===== src/rtl/efw_pkg.sv =====
`timescale 1ns / 1ps
`default_nettype none

package efw_pkg;

   typedef enum logic [1:0] {
      ST_IDLE,
      ST_SCAN,
      ST_COMMIT
   } state_type;

   localparam int unsigned REQ_DATA_BITS = 32;
   localparam int unsigned RSP_DATA_BITS = 56;
   localparam int unsigned DUR_BITS      = 32;
   localparam int unsigned OUT_IDX_BITS  = 4;
   localparam int unsigned OUT_TIME_BITS = 48;
   localparam int unsigned COUNT_BITS    = 5;

endpackage

`default_nettype wire


===== src/rtl/efw_cell.sv =====
`timescale 1ns / 1ps
`default_nettype none

module efw_cell #(
   parameter int unsigned TIME_BITS = 48,
   parameter int unsigned IDX_BITS  = 4,
   parameter int unsigned CELL_ID   = 0
) (
   input  wire logic                              clock,
   input  wire logic                              reset,
   input  wire logic [efw_pkg::COUNT_BITS-1:0]    worker_count,
   input  wire logic                              tok_valid_in,
   input  wire logic [TIME_BITS-1:0]              tok_time_in,
   input  wire logic [IDX_BITS-1:0]               tok_idx_in,
   output logic                                   tok_valid_out,
   output logic [TIME_BITS-1:0]                   tok_time_out,
   output logic [IDX_BITS-1:0]                    tok_idx_out,
   input  wire logic                              wr_en,
   input  wire logic [IDX_BITS-1:0]               wr_idx,
   input  wire logic [TIME_BITS-1:0]              wr_time
);

   localparam logic [IDX_BITS-1:0] MY_ID = IDX_BITS'(CELL_ID);

   logic [TIME_BITS-1:0] free_time_ff, free_time_in;
   logic                 tok_valid_ff, tok_valid_in_nxt;
   logic [TIME_BITS-1:0] tok_time_ff, tok_time_in_nxt;
   logic [IDX_BITS-1:0]  tok_idx_ff, tok_idx_in_nxt;
   logic                 active;
   logic                 take;

   // worker 0 always takes part; a count of zero acts as one
   assign active = (CELL_ID == 0) || (32'(worker_count) > CELL_ID);
   assign take   = active && (free_time_ff < tok_time_in);

   always_comb begin
      tok_valid_in_nxt = tok_valid_in;
      tok_time_in_nxt  = take ? free_time_ff : tok_time_in;
      tok_idx_in_nxt   = take ? MY_ID : tok_idx_in;
      free_time_in     = (wr_en && (wr_idx == MY_ID)) ? wr_time : free_time_ff;
   end

   always_ff @(posedge clock) begin
      if (reset) begin
         free_time_ff <= '0;
         tok_valid_ff <= 1'b0;
      end else begin
         free_time_ff <= free_time_in;
         tok_valid_ff <= tok_valid_in_nxt;
      end
   end

   always_ff @(posedge clock) begin
      tok_time_ff <= tok_time_in_nxt;
      tok_idx_ff  <= tok_idx_in_nxt;
   end

   assign tok_valid_out = tok_valid_ff;
   assign tok_time_out  = tok_time_ff;
   assign tok_idx_out   = tok_idx_ff;

endmodule

`default_nettype wire


===== src/rtl/earliest_free_worker_dispatch_core.sv =====
`timescale 1ns / 1ps
`default_nettype none

// An accepted job word sends a search token down the worker chain, one cell per
// cycle; the earliest free time is then captured and committed into the result
// register. A new job word is taken only after that commit, so one job is in
// flight at a time; the commit waits while the previous result word waits for its receiver.
// Reset (synchronous, active high) clears every free time to zero, sets the
// worker count to one and empties the result register.
module earliest_free_worker_dispatch_core #(
   parameter int unsigned MAX_WORKERS = 16,
   parameter int unsigned TIME_BITS   = 48
) (
   input  wire logic                                clock,
   input  wire logic                                reset,
   input  wire logic                                req_tvalid,
   output logic                                     req_tready,
   // [31:0] job_duration
   input  wire logic [efw_pkg::REQ_DATA_BITS-1:0]   req_tdata,
   output logic                                     rsp_tvalid,
   input  wire logic                                rsp_tready,
   // [3:0] worker_index, [51:4] start_time, [55:52] zero
   output logic [efw_pkg::RSP_DATA_BITS-1:0]        rsp_tdata,
   input  wire logic                                csr_we,
   input  wire logic [efw_pkg::COUNT_BITS-1:0]      csr_wdata
);

   localparam int unsigned IDX_BITS  = (MAX_WORKERS > 1) ? $clog2(MAX_WORKERS) : 1;
   localparam int unsigned SUM_BITS  =
      ((TIME_BITS > efw_pkg::DUR_BITS) ? TIME_BITS : efw_pkg::DUR_BITS) + 1;
   localparam int unsigned WIDE_IDX  =
      (IDX_BITS > efw_pkg::OUT_IDX_BITS) ? IDX_BITS : efw_pkg::OUT_IDX_BITS;
   localparam int unsigned WIDE_TIME =
      (TIME_BITS > efw_pkg::OUT_TIME_BITS) ? TIME_BITS : efw_pkg::OUT_TIME_BITS;
   localparam int unsigned PAD_BITS  =
      efw_pkg::RSP_DATA_BITS - efw_pkg::OUT_IDX_BITS - efw_pkg::OUT_TIME_BITS;

   efw_pkg::state_type state_ff, state_in;

   logic [efw_pkg::COUNT_BITS-1:0]    worker_count_ff, worker_count_in;
   logic [efw_pkg::DUR_BITS-1:0]      dur_ff, dur_in;
   logic [TIME_BITS-1:0]              best_time_ff, best_time_in;
   logic [IDX_BITS-1:0]               best_idx_ff, best_idx_in;
   logic                              rsp_valid_ff, rsp_valid_in;
   logic [efw_pkg::RSP_DATA_BITS-1:0] rsp_data_ff, rsp_data_in;

   logic                 tok_valid [0:MAX_WORKERS];
   logic [TIME_BITS-1:0] tok_time  [0:MAX_WORKERS];
   logic [IDX_BITS-1:0]  tok_idx   [0:MAX_WORKERS];

   logic                 req_fire;
   logic                 out_free;
   logic                 commit;
   logic [SUM_BITS-1:0]  sum;
   logic [TIME_BITS-1:0] new_time;
   logic [WIDE_IDX-1:0]  idx_wide;
   logic [WIDE_TIME-1:0] time_wide;

   assign req_fire = req_tvalid && req_tready;
   assign out_free = !rsp_valid_ff || rsp_tready;

   // next state
   always_comb begin
      state_in = state_ff;
      case (state_ff)
         efw_pkg::ST_IDLE:   if (req_fire) state_in = efw_pkg::ST_SCAN;
         efw_pkg::ST_SCAN:   if (tok_valid[MAX_WORKERS]) state_in = efw_pkg::ST_COMMIT;
         efw_pkg::ST_COMMIT: if (out_free) state_in = efw_pkg::ST_IDLE;
         default:            state_in = efw_pkg::ST_IDLE;
      endcase
   end

   // outputs of the sequencer
   always_comb begin
      req_tready = 1'b0;
      commit     = 1'b0;
      case (state_ff)
         efw_pkg::ST_IDLE:   req_tready = 1'b1;
         efw_pkg::ST_SCAN:   req_tready = 1'b0;
         efw_pkg::ST_COMMIT: commit     = out_free;
         default: begin
            req_tready = 1'b0;
            commit     = 1'b0;
         end
      endcase
   end

   // inject the search token at cell 0 with the largest time
   assign tok_valid[0] = req_fire;
   assign tok_time[0]  = '1;
   assign tok_idx[0]   = '0;

   for (genvar i = 0; i < MAX_WORKERS; i++) begin : g_cell
      efw_cell #(
         .TIME_BITS (TIME_BITS),
         .IDX_BITS  (IDX_BITS),
         .CELL_ID   (i)
      ) u_cell (
         .clock         (clock),
         .reset         (reset),
         .worker_count  (worker_count_ff),
         .tok_valid_in  (tok_valid[i]),
         .tok_time_in   (tok_time[i]),
         .tok_idx_in    (tok_idx[i]),
         .tok_valid_out (tok_valid[i+1]),
         .tok_time_out  (tok_time[i+1]),
         .tok_idx_out   (tok_idx[i+1]),
         .wr_en         (commit),
         .wr_idx        (best_idx_ff),
         .wr_time       (new_time)
      );
   end

   // saturating advance of the chosen worker
   assign sum      = SUM_BITS'(best_time_ff) + SUM_BITS'(dur_ff);
   assign new_time = (sum > SUM_BITS'({TIME_BITS{1'b1}})) ? '1 : sum[TIME_BITS-1:0];

   assign idx_wide  = WIDE_IDX'(best_idx_ff);
   assign time_wide = WIDE_TIME'(best_time_ff);

   always_comb begin
      worker_count_in = csr_we ? csr_wdata : worker_count_ff;
      dur_in          = req_fire ? req_tdata[efw_pkg::DUR_BITS-1:0] : dur_ff;
      best_time_in    = tok_valid[MAX_WORKERS] ? tok_time[MAX_WORKERS] : best_time_ff;
      best_idx_in     = tok_valid[MAX_WORKERS] ? tok_idx[MAX_WORKERS] : best_idx_ff;
      rsp_data_in     = commit ? {{PAD_BITS{1'b0}},
                                  time_wide[efw_pkg::OUT_TIME_BITS-1:0],
                                  idx_wide[efw_pkg::OUT_IDX_BITS-1:0]}
                               : rsp_data_ff;
      if (commit) begin
         rsp_valid_in = 1'b1;
      end else if (rsp_tready) begin
         rsp_valid_in = 1'b0;
      end else begin
         rsp_valid_in = rsp_valid_ff;
      end
   end

   always_ff @(posedge clock) begin
      if (reset) begin
         state_ff        <= efw_pkg::ST_IDLE;
         worker_count_ff <= efw_pkg::COUNT_BITS'(1);
         rsp_valid_ff    <= 1'b0;
      end else begin
         state_ff        <= state_in;
         worker_count_ff <= worker_count_in;
         rsp_valid_ff    <= rsp_valid_in;
      end
   end

   always_ff @(posedge clock) begin
      dur_ff       <= dur_in;
      best_time_ff <= best_time_in;
      best_idx_ff  <= best_idx_in;
      rsp_data_ff  <= rsp_data_in;
   end

   assign rsp_tvalid = rsp_valid_ff;
   assign rsp_tdata  = rsp_data_ff;

endmodule

`default_nettype wire


===== config.mk =====
export PLATFORM = sky130hd
export DESIGN_NAME = earliest_free_worker_dispatch_core
export DESIGN_NICKNAME = d
export VERILOG_FILES = /design/src/rtl/efw_pkg.sv /design/src/rtl/efw_cell.sv /design/src/rtl/earliest_free_worker_dispatch_core.sv
export SDC_FILE = /design/constraint.sdc
export NUM_CORES = 2
export LEC_CHECK = 0
export ABC_CLOCK_PERIOD_IN_PS = 6500
export BUFFER_PORTS_ARGS = -buffer_cell sky130_fd_sc_hd__clkbuf_2
export CORE_MARGIN = 4
export CORE_UTILIZATION = 35
export CTS_BUF_LIST = sky130_fd_sc_hd__clkbuf_8
export DETAILED_ROUTE_END_ITERATION = 10
export PLACE_DENSITY = 0.59
export SETUP_SLACK_MARGIN = 0.2
export SLEW_MARGIN = 20
export SYNTH_ARGS = -nofsm -noshare
export SYNTH_HDL_FRONTEND = slang
export SYNTH_HIERARCHICAL = 1
export SYNTH_SLANG_ARGS = --single-unit
export TNS_END_PERCENT = 50

===== constraint.sdc =====
create_clock -name clock -period 6.5 [get_ports clock]
set_input_delay 0.325 -clock clock [delete_from_list [all_inputs] [get_ports clock]]
set_output_delay 0.325 -clock clock [all_outputs]
set_load 0.01 [all_outputs]

# Word-level counts from Yosys, hierarchy flattened

Index checks and enable logic that the tools add are counted.
Widths: inputs -> output; s select.

Bits in registers: 1756
Bits of input ports: 42
Output and inout bits: 58
Word-level logic and storage cells: 186

$add $sub $neg: 1
Magnitude comparators: 32
Equality and inequality tests: 20
Muxes and demuxes: 25
Reductions and logical operators: 38

Operators with widths:

| cell                 | number |
|---|---|
| $mux 48              | 16 |
| $lt 48x48->1         | 15 |
| $add 48x32->49       | 1 |
| $gt 49x48->1 const B | 1 |
| $lt 48x48->1 const B | 1 |
| $gt 5x4->1 const B   | 8 |
| $eq 4x4->1 const B   | 8 |
| $logic_and 1x1->1    | 32 |
| $gt 5x3->1 const B   | 4 |
| $eq 4x3->1 const B   | 4 |
| $gt 5x2->1 const B   | 2 |
| $eq 4x2->1 const B   | 2 |
| $mux 2               | 3 |
| $pmux 2 s3           | 1 |
| $gt 5x1->1 const B   | 1 |
| $mux 1               | 5 |
| $eq 4x1->1 const B   | 1 |
| $logic_not 4->1      | 1 |
| $ne 2x1->1 const B   | 2 |
| $reduce_and 3->1     | 1 |
| $eq 2x1->1 const B   | 1 |
| $eq 2x2->1 const B   | 1 |
| $logic_not 2->1      | 1 |
| $ne 2x2->1 const B   | 1 |
| 3 further kinds      | 3 |

# Depth between registers and ports, before layout

Depth after elaboration: 5
Mapped depth: 14
Mapped depth without buffers: 13

# Cells and area by module

Netlist, hierarchy kept.

Modules (own cells, without submodules):

| module                             | times used | cells an instance | area each (um^2) | seq. area each (um^2) |
|---|---|---|---|---|
| earliest_free_worker_dispatch_core | 1          | 542               | 6854.1           | 4244.1 |
| efw_cell (g_cell[10].u_cell)       | 1          | 728               | 5639.2           | 2021.9 |
| efw_cell (g_cell[6].u_cell)        | 1          | 487               | 4719.5           | 2021.9 |
| efw_cell (g_cell[1].u_cell)        | 1          | 493               | 4714.5           | 2021.9 |
| efw_cell (g_cell[5].u_cell)        | 1          | 490               | 4705.8           | 2021.9 |
| efw_cell (g_cell[8].u_cell)        | 1          | 495               | 4697.0           | 2021.9 |
| efw_cell (g_cell[0].u_cell)        | 1          | 482               | 4695.8           | 2021.9 |
| efw_cell (g_cell[14].u_cell)       | 1          | 488               | 4695.8           | 2021.9 |
| efw_cell (g_cell[13].u_cell)       | 1          | 487               | 4677.0           | 2021.9 |
| efw_cell (g_cell[2].u_cell)        | 1          | 489               | 4670.7           | 2021.9 |
| efw_cell (g_cell[11].u_cell)       | 1          | 490               | 4638.2           | 2021.9 |
| efw_cell (g_cell[7].u_cell)        | 1          | 490               | 4636.9           | 2021.9 |
| efw_cell (g_cell[12].u_cell)       | 1          | 488               | 4543.1           | 2021.9 |
| efw_cell (g_cell[4].u_cell)        | 1          | 488               | 4518.1           | 2021.9 |
| 3 more rows                        | n/a        | n/a               | n/a              | n/a |

# Worst setup path after synthesis

Ideal clock, no wire load.

Path kind: reg-to-reg
Start point: register state_ff[0]
End point: register g_cell[12].u_cell.free_time_ff[30]
Library setup time: 0.070 ns
Data arrival time: 5.009 ns
Data required time: 6.430 ns
Path slack: 1.421 ns
Cell stages (with the launch flop): 8
Path buffers: 2
Period minus slack after synthesis: 5.079 ns
Path through: dfxtp_1 nand2b_1 nor2b_1 and4_1 clkbuf_1 buf_1 nand2_1 a21oi_1

Cells in the longest elaborated chain, start to end: 3

RTL lines:

| what                     | line                                      | source |
|---|---|---|
| start: declaration       | earliest_free_worker_dispatch_core.sv:38  | `efw_pkg::state_type state_ff, state_in;` |
| start signal: assignment | earliest_free_worker_dispatch_core.sv:141 | `state_ff <= efw_pkg::ST_IDLE;` |
| start signal: assignment | earliest_free_worker_dispatch_core.sv:145 | `state_ff <= state_in;` |
| $eq 2x2->1               | earliest_free_worker_dispatch_core.sv:77  | `case (state_ff)` |
| $mux 1                   | earliest_free_worker_dispatch_core.sv:77  |  |
| named net commit         | earliest_free_worker_dispatch_core.sv:53  | `logic commit;` |
| $logic_and 1x1->1        | efw_cell.sv:40                            | `free_time_in = (wr_en && (wr_idx == MY_ID)) ? wr_time : free_time_ff;` |
| end signal: assignment   | efw_cell.sv:48                            | `free_time_ff <= free_time_in;` |
| end: declaration         | efw_cell.sv:25                            | `logic [TIME_BITS-1:0] free_time_ff, free_time_in;` |

The timed path passes the listed nets, and every way through them passes these cells.
A chain may end at the register's enable or synchronous reset.

# Worst setup path after layout

Start point: register g_cell[14].u_cell.tok_time_ff[18]
End point: register g_cell[15].u_cell.tok_time_ff[3]

Cells in the longest elaborated chain, start to end: 3

RTL lines:

| what                                           | line           | source |
|---|---|---|
| start: declaration                             | efw_cell.sv:27 | `logic [TIME_BITS-1:0] tok_time_ff, tok_time_in_nxt;` |
| start signal: assignment                       | efw_cell.sv:54 | `tok_time_ff <= tok_time_in_nxt;` |
| $lt 48x48->1                                   | efw_cell.sv:34 | `assign take = active && (free_time_ff < tok_time_in);` |
| $logic_and 1x1->1                              | efw_cell.sv:34 |  |
| $mux 48                                        | efw_cell.sv:38 | `tok_time_in_nxt = take ? free_time_ff : tok_time_in;` |
| named net g_cell[15].u_cell.tok_time_in_nxt[3] | efw_cell.sv:27 |  |
| end signal: assignment                         | efw_cell.sv:54 |  |
| end: declaration                               | efw_cell.sv:27 |  |

The timed path passes the listed nets, and every way through them passes these cells.

==> results.md <==
* Result of the run: finished clean
* Final hold violation count at 0
* Clock period minus worst slack at 3999 ps
* Xor/xnor cell area share of the yosys netlist at 0.002779
* Unrepaired setup endpoints after global routing: no
* Overall overflow remaining after global route at 0
* Count of maximum capacitance violations at 0
* WP data arrival at 4850 ps
* Relative max-transition margin at 0.2142
* Via density per instance at 4.890
* First-pass GRT wire length at 318400 microns
* Clk Latency, worst-skew pair at 1020 ps
* I/O pin total at 100
* Most frequent standard cell in the layout excluding fill and tap cells: sky130_fd_sc_hd__nand2_1
* Final weighted congestion in routability-driven placement at 0.9691
* Synth Area in Compound Gates at 0.1180
* Worst slack on hold paths at 132.1 ps
* Static power due to leakage at 37.09 nW
* Post-route insts no fill at 12199
* Power per standard cell area at 228.1 nW/um^2
* Endpoint of the most critical register-to-register path: g_cell[15].u_cell/tok_time_out[3]$_DFF_P_
* Cell Area, Placed at 85390 sq um
* Data required time at the worst endpoint at 7350 ps
* Post-route setup TNS at 0 ps
* 1st-pass router iterations at 7
* Depth of the worst hold-timing path at 2
* Final setup violation count at 0
* Design area at 91880 sq um
* Detailed Route Iter0 Violations at 3836
* Most instantiated flip-flop cell in the synthesis netlist: sky130_fd_sc_hd__dfxtp_1
* Core region area at 232800 sq um
* Mux cell area share after synthesis at 0.1184
* Transition time at the pin with the least slew margin at 1179 ps
* Wire length after detailed routing at 199900 microns
* End-of-flow core utilization at 0.3947
* Worst slack after detailed placement at 2432 ps
* Crit path kind: flop to flop
* Worst hold-check path type: primary input to flop
* Vias in the first global route at 59919
* Post-synthesis sequential area ratio at 0.4466
* Count of cells along the worst register-to-register path at 9
* Floorplan die area at 241900 sq um
* Count of yosys warnings during synthesis at 6
* Min-Delay Startpoint: req_tdata[18]
* Post-Syn Area per Cell at 9.525 sq um
* Worst vdd ir at 206.2 uV
* Crit share post-route at 0.6152
* Global Route Usage Sum at 0.1599
* Clk root buf: sky130_fd_sc_hd__clkbuf_8
* Fraction of the mapped netlist area in adder cells at 0.1200
* Total number of vias at 59649
* DRC violations left at 0
* Endpoint of the worst hold path: dur_ff[18]$_DFFE_PP_
* Fmax at 250.1 MHz
* Pins Over Slew Limit at 0
* Rows at 177
* R2r startpoint: g_cell[14].u_cell/tok_time_out[18]$_DFF_P_
* Number of standard cells after synthesis at 8603
* Initial antenna violation count at 4
* Nets@finish at 9679
* Per-cell routed wire length at 16.39 microns
* Number of buffer cells added on primary ports at 95
* Detail Placement HPWL at 142000 microns
* EDFF count, synth at 136
* Layout cells sized above 1 at 0.1473
* Final setup skew at 63.79 ps
* Highest-count cells in the layout ignoring fill and taps: sky130_fd_sc_hd__nand2_1 (1746), sky130_fd_sc_hd__dfxtp_1 (1623), sky130_fd_sc_hd__a21oi_1 (1077)
* Growth of design area from synthesis to finish at 12.13%
* Total clock buffers created by CTS at 301
* CTS sink count at 1760
* Proportion of synthesized flip-flops having asynchronous set or reset at 0
* Vert. Die Dim at 491.9 microns
* Initial core utilization at 0.3520
* Width of the chip at 491.9 microns
* Top fanout value on the critical path at 32
* Number of distinct library cells after synthesis at 97
* Setup slack after layout at 2501 ps
* Post-synthesis sequential element count at 1760
* Endpoint class of the critical path: flop
* Clock transition at path regs at 60 ps
* Total number of H-tree levels at 5
* R2R setup slack at 2500 ps
* Synthesized-area fraction occupied by and/or/nand/nor cells at 0.1320
* Post-Syn Area at 81940 sq um
* Maximum number of pins on one net before global-route repair at 198
* Buffer depth of the longest clock path at 4
* Cell count after placement at 11621
* Antenna Violating Nets Remaining at 0
* Dominant combinational cell family by area after synthesis: simple AND/OR/NAND/NOR gates
* PnR Total Power at 20.96 mW
* CTS tree: built
* Category of the worst setup path launch point: flop
-- cells in the mapped netlist, types with 66 or more instances --
cell                       number  area share
sky130_fd_sc_hd__nand2_1     1749       0.080
sky130_fd_sc_hd__dfxtp_1     1624        0.40
sky130_fd_sc_hd__a21oi_1     1078       0.066
sky130_fd_sc_hd__inv_1        794       0.036
sky130_fd_sc_hd__ha_1         784        0.12
sky130_fd_sc_hd__mux2_4       406       0.074
sky130_fd_sc_hd__clkbuf_1     242       0.011
sky130_fd_sc_hd__mux2_2       241       0.033
sky130_fd_sc_hd__nand4_1      145       0.011
sky130_fd_sc_hd__o21ai_0      140      0.0086
sky130_fd_sc_hd__edfxtp_1     136       0.050
sky130_fd_sc_hd__nand3_1      136      0.0083
sky130_fd_sc_hd__nor2_1       100      0.0046
sky130_fd_sc_hd__buf_6         81       0.011
sky130_fd_sc_hd__and3_1        76      0.0058
sky130_fd_sc_hd__o211ai_1      76      0.0070
sky130_fd_sc_hd__mux2_1        75       0.010
sky130_fd_sc_hd__a21o_1        68      0.0062
sky130_fd_sc_hd__a31oi_1       66      0.0050
-- sequential cells by signal, indices dropped and copies added (netlist names) --
name,cells
g_cell.u_cell/tok_time_out,768
worker_count_ff,5
state_ff,2
rsp_tvalid,1
best_idx_ff,4
g_cell.u_cell/free_time_ff,768
g_cell.u_cell/tok_idx_out,64
dur_ff,32
rsp_tdata,52
g_cell.u_cell/tok_valid_out,16
best_time_ff,48
-- final cells by class --
class                   count  area [sq um]
flip-flops and latches   1760         36600
clock inverters           148         720.7
diodes                      2         5.005
repair buffers            228          1702
inverters                 794          2980
fillers                 22700        140900
clock buffers             368          5065
well taps                3132          3919
multi-input cells        5767         40890
-- cells by family after synthesis --
| logic type | Yosys count |
|---|---|
| other | 2 |
| muxes | 727 |
| DFF | 1760 |
| adders and majority gates | 785 |
| buffers and inverters | 1178 |
| and+or+nand+nor | 2464 |
| AOI/OAI and AO/OA | 1661 |
| xor gates and xnor gates | 26 |
-- critical path, cell delays in order, from the launching register on --
cell	delay, ps
sky130_fd_sc_hd__dfxtp_1	330
sky130_fd_sc_hd__inv_1	50
sky130_fd_sc_hd__ha_1	300
sky130_fd_sc_hd__a21o_1	180
sky130_fd_sc_hd__a221o_1	360
sky130_fd_sc_hd__a221oi_1	520
sky130_fd_sc_hd__o211ai_1	230
sky130_fd_sc_hd__nor3_4	900
sky130_fd_sc_hd__buf_4	550
sky130_fd_sc_hd__mux2_2	400
-- how the worst max path moves through the flow --
stage / slack, ps / end / depth (start not counted) / start
final: 2500 / g_cell[15].u_cell/tok_time_out[3]$_DFF_P_ / 9 / g_cell[14].u_cell/tok_time_out[18]$_DFF_P_
after global routing: 2270 / g_cell[2].u_cell/free_time_ff[19]$_SDFFE_PP0P_ / 11 / dur_ff[9]$_DFFE_PP_
after CTS: 2400 / g_cell[4].u_cell/tok_time_out[9]$_DFF_P_ / 7 / worker_count_ff[0]$_SDFFE_PP1P_
after detailed placement: 2430 / g_cell[4].u_cell/tok_time_out[9]$_DFF_P_ / 7 / worker_count_ff[0]$_SDFFE_PP1P_
after global placement: 2500 / g_cell[4].u_cell/tok_time_out[4]$_DFF_P_ / 7 / worker_count_ff[0]$_SDFFE_PP1P_
after floorplan: 1420 / g_cell[12].u_cell/free_time_ff[30]$_SDFFE_PP0P_ / 7 / state_ff[0]$_SDFFE_PP0P_
-- what timing repair did --
action,in CTS,in global routing
setup buffers,0,0
hold buffers,59,0
hold endpoints to repair,181,0
gates resized for setup,0,0
-- layer usage --
metal,global-route usage,up-vias,routed length (microns)
met4,0.07344,0,8233
met1,0.1984,28025,89810
met3,0.02308,478,8245
met5,0,-,0
met2,0.2738,1329,93650
li1,-,29817,-
-- where the power goes --
group          switching (mW)  internal (mW)
Sequential            0.00906           10.9
Clock                    4.36           5.24
Combinational           0.316         0.0955
(Power assumes the default switching activity.)
